--- src/sv/assert_macros.svh ---
// Assertion macros for the RTL; included by the top level.
`ifndef ASSERT_MACROS_SVH
`define ASSERT_MACROS_SVH

`ifndef SYNTHESIS

// Check a property on every rising clock edge outside reset.
`define ASSERT_PROP(lbl, clk, rst_n, prop, msg) \
    lbl: assert property (@(posedge clk) disable iff (!(rst_n)) (prop)) else $error(msg);

// Check that a condition never holds outside reset.
`define ASSERT_NEVER(lbl, clk, rst_n, expr, msg) \
    lbl: assert property (@(posedge clk) disable iff (!(rst_n)) !(expr)) else $error(msg);

`else

`define ASSERT_PROP(lbl, clk, rst_n, prop, msg)
`define ASSERT_NEVER(lbl, clk, rst_n, expr, msg)

`endif

`endif

--- src/sv/deq_pkg.sv ---
// Shared types and codes of the double-ended queue.
package deq_pkg;

    localparam int DATA_W = 32;
    localparam int CMD_W  = 3;
    localparam int STAT_W = 2;

    typedef enum logic [CMD_W-1:0] {
        CMD_PUSH_FRONT = 3'd0,
        CMD_POP_FRONT  = 3'd1,
        CMD_PUSH_BACK  = 3'd2,
        CMD_POP_BACK   = 3'd3,
        CMD_LIST       = 3'd4,
        CMD_CLEAR      = 3'd5
    } cmd_t;

    localparam logic [STAT_W-1:0] ST_OK    = 2'd0;
    localparam logic [STAT_W-1:0] ST_EMPTY = 2'd1;
    localparam logic [STAT_W-1:0] ST_FULL  = 2'd2;

    typedef struct packed {
        logic signed [DATA_W-1:0] data;
        logic [STAT_W-1:0]        status;
        logic                     last;
    } res_t;

endpackage

--- src/sv/double_ended_queue_top.sv ---
// Top level of the bounded double-ended queue of signed 32-bit values.
//
// The queue holds up to DEPTH values in a ring buffer kept in one RAM with a
// registered read; a front index and an entry count in registers locate the
// held entries. An item carries a command on s_axis_tuser and a value on
// s_axis_tdata. Push front/back, clear, a refused push (status full) and a
// pop or list of an empty queue each give one result and leave the block
// idle. A pop reads the RAM: on accept the read is issued, then the read data
// moves into the output buffer. A listing gives one result per entry, front
// to back, the last one marked by m_axis_tlast; the single RAM read port sets
// the pace, one entry per cycle while the consumer keeps up. Command codes six
// and seven are taken and ignored. Results pass through a two-entry output
// buffer, so a new item is taken while an earlier result still waits; the
// block stalls only when that buffer is full or a RAM read is still in flight.
// All writes happen while idle and every read is issued after them, so no
// access to the same entry ever overlaps. No memory clearing is needed after
// reset.
`include "assert_macros.svh"

module double_ended_queue_top #(
    parameter int DEPTH = 16
) (
    input  logic                        clk,
    input  logic                        rst_n,
    // slave side: tdata = value[31:0]; tuser = command[2:0]
    input  logic                        s_axis_tvalid,
    output logic                        s_axis_tready,
    input  logic signed [31:0]          s_axis_tdata,
    input  logic [2:0]                  s_axis_tuser,
    // master side: tdata = data[31:0]; tuser = status[1:0]
    output logic                        m_axis_tvalid,
    input  logic                        m_axis_tready,
    output logic signed [31:0]          m_axis_tdata,
    output logic [1:0]                  m_axis_tuser,
    output logic                        m_axis_tlast
);

    localparam int IW = $clog2(DEPTH);
    localparam int CW = $clog2(DEPTH + 1);

    typedef enum logic {
        S_IDLE,
        S_RAM_OUT
    } state_t;

    // advance a ring index by one, wrapping at DEPTH
    function automatic logic [IW-1:0] inc_idx(input logic [IW-1:0] a);
        logic [IW-1:0] r;
        r = (a == IW'(DEPTH - 1)) ? '0 : a + IW'(1);
        return r;
    endfunction

    // step a ring index back by one, wrapping at zero
    function automatic logic [IW-1:0] dec_idx(input logic [IW-1:0] a);
        logic [IW-1:0] r;
        r = (a == '0) ? IW'(DEPTH - 1) : a - IW'(1);
        return r;
    endfunction

    // ring slot at an offset from a base index
    function automatic logic [IW-1:0] add_idx(input logic [IW-1:0] a,
                                              input logic [CW-1:0] b);
        logic [CW:0] s;
        s = (CW+1)'(a) + (CW+1)'(b);
        if (s >= (CW+1)'(DEPTH))
        begin
            s = s - (CW+1)'(DEPTH);
        end
        return s[IW-1:0];
    endfunction

    state_t        state_reg, state_next;
    logic [IW-1:0] front_reg, front_next;
    logic [CW-1:0] count_reg, count_next;
    logic [IW-1:0] ptr_reg, ptr_next;    // slot whose data sits in the RAM read register
    logic [CW-1:0] idx_reg, idx_next;    // result number of that slot
    logic [CW-1:0] n_reg, n_next;        // results of the current read run

    logic          accept;
    deq_pkg::cmd_t cmd;
    logic          is_empty, is_full, run_last;

    logic          ram_we, ram_re;
    logic [IW-1:0] ram_waddr, ram_raddr;
    logic [31:0]   ram_rdata;

    logic          ob_valid, ob_ready;
    deq_pkg::res_t ob_res, out_res;

    assign cmd      = deq_pkg::cmd_t'(s_axis_tuser);
    assign is_empty = (count_reg == '0);
    assign is_full  = (count_reg == CW'(DEPTH));
    assign run_last = ((idx_reg + CW'(1)) == n_reg);

    assign s_axis_tready = (state_reg == S_IDLE) && ob_ready;
    assign accept        = s_axis_tvalid && s_axis_tready;

    always_comb
    begin
        state_next = state_reg;
        front_next = front_reg;
        count_next = count_reg;
        ptr_next   = ptr_reg;
        idx_next   = idx_reg;
        n_next     = n_reg;
        ram_we     = 1'b0;
        ram_waddr  = front_reg;
        ram_re     = 1'b0;
        ram_raddr  = front_reg;
        ob_valid   = 1'b0;
        ob_res     = '{data: '0, status: deq_pkg::ST_OK, last: 1'b1};

        case (state_reg)
            S_IDLE:
            begin
                if (accept)
                begin
                    case (cmd)
                        deq_pkg::CMD_PUSH_FRONT, deq_pkg::CMD_PUSH_BACK:
                        begin
                            ob_valid = 1'b1;
                            if (is_full)
                            begin
                                ob_res.status = deq_pkg::ST_FULL;
                            end
                            else
                            begin
                                ram_we     = 1'b1;
                                count_next = count_reg + CW'(1);
                                if (cmd == deq_pkg::CMD_PUSH_FRONT)
                                begin
                                    front_next = dec_idx(front_reg);
                                    ram_waddr  = dec_idx(front_reg);
                                end
                                else
                                begin
                                    ram_waddr = add_idx(front_reg, count_reg);
                                end
                            end
                        end
                        deq_pkg::CMD_POP_FRONT, deq_pkg::CMD_POP_BACK:
                        begin
                            if (is_empty)
                            begin
                                ob_valid      = 1'b1;
                                ob_res.status = deq_pkg::ST_EMPTY;
                            end
                            else
                            begin
                                ram_re     = 1'b1;
                                count_next = count_reg - CW'(1);
                                idx_next   = '0;
                                n_next     = CW'(1);
                                state_next = S_RAM_OUT;
                                if (cmd == deq_pkg::CMD_POP_FRONT)
                                begin
                                    ram_raddr  = front_reg;
                                    front_next = inc_idx(front_reg);
                                end
                                else
                                begin
                                    ram_raddr = add_idx(front_reg, count_reg - CW'(1));
                                end
                                ptr_next = ram_raddr;
                            end
                        end
                        deq_pkg::CMD_LIST:
                        begin
                            if (is_empty)
                            begin
                                ob_valid      = 1'b1;
                                ob_res.status = deq_pkg::ST_EMPTY;
                            end
                            else
                            begin
                                // start reading at the front
                                ram_re     = 1'b1;
                                ram_raddr  = front_reg;
                                ptr_next   = front_reg;
                                idx_next   = '0;
                                n_next     = count_reg;
                                state_next = S_RAM_OUT;
                            end
                        end
                        deq_pkg::CMD_CLEAR:
                        begin
                            ob_valid   = 1'b1;
                            front_next = '0;
                            count_next = '0;
                        end
                        default:
                        begin
                            // drop unused command codes
                        end
                    endcase
                end
            end
            S_RAM_OUT:
            begin
                // hand the read data on; fetch the next slot once it is taken
                ob_valid    = 1'b1;
                ob_res.data = ram_rdata;
                ob_res.last = run_last;
                if (ob_ready)
                begin
                    if (run_last)
                    begin
                        state_next = S_IDLE;
                    end
                    else
                    begin
                        ram_re    = 1'b1;
                        ram_raddr = inc_idx(ptr_reg);
                        ptr_next  = inc_idx(ptr_reg);
                        idx_next  = idx_reg + CW'(1);
                    end
                end
            end
            default:
            begin
                state_next = S_IDLE;
            end
        endcase
    end

    always_ff @(posedge clk or negedge rst_n)
    begin
        if (!rst_n)
        begin
            state_reg <= S_IDLE;
            front_reg <= '0;
            count_reg <= '0;
            ptr_reg   <= '0;
            idx_reg   <= '0;
            n_reg     <= '0;
        end
        else
        begin
            state_reg <= state_next;
            front_reg <= front_next;
            count_reg <= count_next;
            ptr_reg   <= ptr_next;
            idx_reg   <= idx_next;
            n_reg     <= n_next;
        end
    end

    deq_ram #(
        .WIDTH (deq_pkg::DATA_W),
        .DEPTH (DEPTH)
    ) u_ram (
        .clk   (clk),
        .we    (ram_we),
        .waddr (ram_waddr),
        .wdata (s_axis_tdata),
        .re    (ram_re),
        .raddr (ram_raddr),
        .rdata (ram_rdata)
    );

    deq_obuf u_obuf (
        .clk       (clk),
        .rst_n     (rst_n),
        .in_valid  (ob_valid),
        .in_ready  (ob_ready),
        .in_res    (ob_res),
        .out_valid (m_axis_tvalid),
        .out_ready (m_axis_tready),
        .out_res   (out_res)
    );

    assign m_axis_tdata = out_res.data;
    assign m_axis_tuser = out_res.status;
    assign m_axis_tlast = out_res.last;

    `ASSERT_NEVER(a_count_bound, clk, rst_n, count_reg > CW'(DEPTH), "entry count beyond depth")
    `ASSERT_NEVER(a_front_bound, clk, rst_n, front_reg > IW'(DEPTH - 1), "front index out of ring")
    `ASSERT_NEVER(a_run_bound, clk, rst_n, (state_reg == S_RAM_OUT) && (idx_reg >= n_reg), "read run overrun")
    `ASSERT_PROP(a_pop_count, clk, rst_n, accept && !is_empty && ((cmd == deq_pkg::CMD_POP_FRONT) || (cmd == deq_pkg::CMD_POP_BACK)) |=> (count_reg == $past(count_reg) - CW'(1)) && (state_reg == S_RAM_OUT), "pop did not remove one entry")

endmodule

--- src/sv/deq_ram.sv ---
// Generic single-write, single-read RAM with registered read data.
module deq_ram #(
    parameter int WIDTH = 32,
    parameter int DEPTH = 16
) (
    input  logic                     clk,
    input  logic                     we,
    input  logic [$clog2(DEPTH)-1:0] waddr,
    input  logic [WIDTH-1:0]         wdata,
    input  logic                     re,
    input  logic [$clog2(DEPTH)-1:0] raddr,
    output logic [WIDTH-1:0]         rdata
);

    logic [WIDTH-1:0] mem [DEPTH];
    logic [WIDTH-1:0] rdata_reg;

    always_ff @(posedge clk)
    begin
        if (we)
        begin
            mem[waddr] <= wdata;
        end
        // hold read data until the next read
        if (re)
        begin
            rdata_reg <= mem[raddr];
        end
    end

    assign rdata = rdata_reg;

endmodule

--- src/sv/deq_obuf.sv ---
// Two-entry output buffer that decouples result production from the consumer.
module deq_obuf (
    input  logic          clk,
    input  logic          rst_n,
    input  logic          in_valid,
    output logic          in_ready,
    input  deq_pkg::res_t in_res,
    output logic          out_valid,
    input  logic          out_ready,
    output deq_pkg::res_t out_res
);

    deq_pkg::res_t slot_reg [2];
    logic          wr_ptr_reg, wr_ptr_next;
    logic          rd_ptr_reg, rd_ptr_next;
    logic [1:0]    cnt_reg, cnt_next;
    logic          push, pop;

    assign in_ready  = (cnt_reg != 2'd2);
    assign out_valid = (cnt_reg != 2'd0);
    assign out_res   = slot_reg[rd_ptr_reg];

    assign push = in_valid && in_ready;
    assign pop  = out_valid && out_ready;

    always_comb
    begin
        wr_ptr_next = push ? !wr_ptr_reg : wr_ptr_reg;
        rd_ptr_next = pop ? !rd_ptr_reg : rd_ptr_reg;
        cnt_next    = cnt_reg;
        if (push && !pop)
        begin
            cnt_next = cnt_reg + 2'd1;
        end
        else if (pop && !push)
        begin
            cnt_next = cnt_reg - 2'd1;
        end
    end

    always_ff @(posedge clk or negedge rst_n)
    begin
        if (!rst_n)
        begin
            wr_ptr_reg <= 1'b0;
            rd_ptr_reg <= 1'b0;
            cnt_reg    <= 2'd0;
        end
        else
        begin
            wr_ptr_reg <= wr_ptr_next;
            rd_ptr_reg <= rd_ptr_next;
            cnt_reg    <= cnt_next;
        end
    end

    always_ff @(posedge clk)
    begin
        if (push)
        begin
            slot_reg[wr_ptr_reg] <= in_res;
        end
    end

endmodule
--- config.mk ---
export PLATFORM = sky130hd
export DESIGN_NAME = double_ended_queue_top
export DESIGN_NICKNAME = d
export VERILOG_FILES = /design/src/sv/deq_pkg.sv /design/src/sv/double_ended_queue_top.sv /design/src/sv/deq_ram.sv /design/src/sv/deq_obuf.sv
export VERILOG_INCLUDE_DIRS = /design/src /design/src/sv
export SDC_FILE = /design/constraint.sdc
export NUM_CORES = 1
export LEC_CHECK = 0
export BUFFER_PORTS_ARGS = -buffer_cell sky130_fd_sc_hd__buf_2
export CAP_MARGIN = 25
export CORE_UTILIZATION = 45
export DETAILED_ROUTE_END_ITERATION = 16
export GPL_ROUTABILITY_DRIVEN = 0
export SLEW_MARGIN = 20
export SYNTH_ARGS = -nofsm -noshare
export SYNTH_HDL_FRONTEND = slang
export SYNTH_SLANG_ARGS = --single-unit
--- constraint.sdc ---
create_clock -name clk -period 11 [get_ports clk]
set_input_delay 1.1 -clock clk [delete_from_list [all_inputs] [get_ports clk]]
set_output_delay 1.1 -clock clk [all_outputs]
set_load 0.01 [all_outputs]
==> flow_summary.yaml <==
power_and_ir_drop:
  p_per_area_nw_per_um2: 331
  max-vdd-ir-drop_mv: 0.356
  p_leak_nw: 10.1
sta:
  timing.fmax_mhz: 207
  min_period_over_period_pct: 44.0
  worstMarginPinSlew_ns: 1.04
  slew_violations: 0
  slew_headroom_pct: 31.0
  period_needed_ns: 4.84
  rsz0062_at_grt: "no"
  tns_ns: 0
  setup_viol: 0
  timing.final.hold_violations: 0
  finClkSkew_ns: 0.0174
worst_setup_path:
  r2r_start: "idx_reg[0]$_DFFE_PN0P_"
  critPathKind: "flop to flop"
  ff2ff_setup_slack_ns: 6.16
  cp-end-kind: "flop"
  critPathMaxFanout: 89
  reg2regPathDepth: 11
  crit_arrival_ns: 5.19
  timing.rr.end: "u_ram.rdata[18]$_DFFE_PP_"
  cp_data_required_time_ns: 11.35
  critPathLaunchType: "flop"
clock_network:
  root_buffer: "clkbuf_16"
  cts_setup_buffers: 0
  ctsHtreeMaxLevel: 3
  cts_tree: "yes"
  cts_resized: 0
  holdBufCountCts: 0
  clockBufferDepth: 3
  clk_pin_slew_ns: 0.06
  clk_latency_ns: 0.60
  numCtsBuffers: 69
  cts.sinks: 642
global_route:
  grt_first_pass_wirelength_um: 90100
  grt_pass1_vias: 14255
  track_usage_pct: 20.3
  grt_max_degree: 143
  overflow: 0
  antenna_found_initial: 6
route:
  drc: 0
  ant_nets: 0
  dr.pass1.iters: 5
  wl_per_cell_um: 22.7
  viasPerCell: 5.59
  vias: 14857
  drt_wl_total_um: 60300
  drtIter0Drc: 1166
synthesis:
  synth_commonest_cells: "edfxtp_1, nand2_1, mux2i_1, a31oi_1, a211oi_1"
  synth_async_sr_flop_share_pct: 4.36
  post_synth_main_area_contributors: "edfxtp_1, nand2_1, mux2i_1"
  synth-edff-count: 614
  syn_inst: 1770
  ys.flop_type: "edfxtp_1"
  syn-num-nets: 1825
  ys_types: 56
  yosysMostFrequentCell: "edfxtp_1"
  synth_largest_area_cell: "edfxtp_1"
  ys_ff_latch: 642
  postSynthAreaPerCell_um2: 14.9
  ys_seq_area_share_pct: 72.8
  syn-cell-area_um2: 26300
  synth_top_area_share_pct: 70.1
  synth_warnings: 0
die:
  start_util_pct: 45.6
  io_pins: 76
  die-area_um2: 59400
  fp.dieW_um: 244
  num_rows: 88
  die_y_um: 244
  core_um2: 57700
layout:
  fin_nets: 1896
  post_route_cells_drive_above_1_share_pct: 14.1
  areaGrowthSynthToFinish_pct: 13.0
  largest_reg_flops: 512
  final_area_um2: 29700
place:
  io_buffers: 75
  placed_area_um2: 27500
  hpwl_um: 31200
worst_hold_path:
  hold_path_startpoint: "u_obuf.rd_ptr_reg$_DFFE_PN0P_"
  hold_depth: 1
  holdPathEnd: "u_obuf.rd_ptr_reg$_DFFE_PN0P_"
  hp-class: "flop to flop"
status:
  outcome: "completed"
run:
  drv_cap: 0
[placed cells by master (no fill, tap or decap), types with 19 or more instances in the layout]
cell type | Yosys | routed
clkbuf_16 | 0 | 72
a221o_1 | 32 | 32
a211oi_1 | 64 | 64
mux2i_1 | 99 | 99
and2_1 | 55 | 54
and2_0 | 46 | 46
a32o_1 | 33 | 33
nand3_1 | 43 | 43
clkbuf_1 | 46 | 21
nor2_4 | 0 | 21
buf_4 | 14 | 29
dfrtp_1 | 28 | 28
a21oi_1 | 24 | 24
a31oi_1 | 68 | 68
nand2_1 | 298 | 298
mux2_2 | 36 | 36
edfxtp_1 | 614 | 614
o21ai_0 | 38 | 38
nor2_1 | 40 | 19
buf_2 | 30 | 75
nand3b_1 | 33 | 33
[per-layer routing]
layer | vias to the layer above | GRT usage, % | share of wire [%]
met5 | - | 0 | 0.028
met2 | 403 | 32.5 | 47
met3 | 88 | 3.79 | 5.8
met4 | 2 | 5.44 | 2.0
met1 | 7499 | 28.4 | 45
li1 | 6865 | - | -
[how the worst max path moves through the flow]
stage / startpoint / to / slack (ns) / depth (start not counted)
final: idx_reg[0]$_DFFE_PN0P_ / u_ram.rdata[18]$_DFFE_PP_ / 6.16 / 11
after global routing: count_reg[1]$_DFFE_PN0P_ / u_ram.rdata[13]$_DFFE_PP_ / 5.94 / 11
after CTS: count_reg[1]$_DFFE_PN0P_ / u_ram.rdata[18]$_DFFE_PP_ / 6.21 / 11
after detailed placement: s_axis_tuser[0] / u_ram.rdata[18]$_DFFE_PP_ / 5.68 / 9
after global placement: s_axis_tuser[0] / u_ram.rdata[11]$_DFFE_PP_ / 5.76 / 9
after floorplan: s_axis_tuser[2] / u_ram.mem[4][0]$_DFFE_PP_ / 6.97 / 8
[cells by family after synthesis]
family                   synth area share (%)
XOR/XNOR                                0.700
flip-flops                               72.8
buffers and inverters                    2.37
multiplexers                             5.40
adder cells (fa/ha/maj)                 0.819
AO/OA/AOI/OAI                            8.08
AND/OR/NAND/NOR                          9.84
[stage by stage]
stage / cells / power (mW) / worst slack [ns] / hold WS [ns] / utilization [%]
5_1_grt: 2658 / 10.4 / 5.94 / 0.515 / 51.5
3_5_place_dp: 2533 / 7.62 / 5.68 / 0.476 / 47.6
6_report: 2659 / 9.83 / 6.16 / 0.485 / 51.5
2_1_floorplan: 1770 / 6.53 / 6.97 / 0.460 / -
3_3_place_gp: 2533 / 7.56 / 5.76 / 0.468 / 47.6
4_1_cts: 2656 / 9.87 / 6.21 / 0.487 / 51.4
[area by class of cell]
type | count | area (µm²)
Antenna cell | 1 | 2.50
Clock buffer | 93 | 1880
Clock inverter | 30 | 300
Fill cell | 4744 | 28000
Inverter | 12 | 45.0
Multi-Input combinational cell | 1009 | 6710
Sequential cell | 642 | 19100
Tap cell | 765 | 957
Timing Repair Buffer | 107 | 661
[where the power goes]
part	switching (mW)	internal, mW	leakage [nW]
registers	0.180	3.13	5.93
clock network	0.917	1.32	1.05
logic	2.65	1.63	3.15
total	3.75	6.08	10.1
[worst max-delay path, stage by stage, from the launching register on]
cell,delay [ns]
dfrtp_1,0.44
ha_1,0.30
nor3b_1,0.17
o211a_1,0.24
o311ai_4,0.51
a21oi_1,0.14
a31oi_1,0.22
a22o_4,0.83
buf_4,0.95
nand3_1,0.17
a32o_1,0.30
a221o_1,0.25
Power figures use the tool's default switching activity.
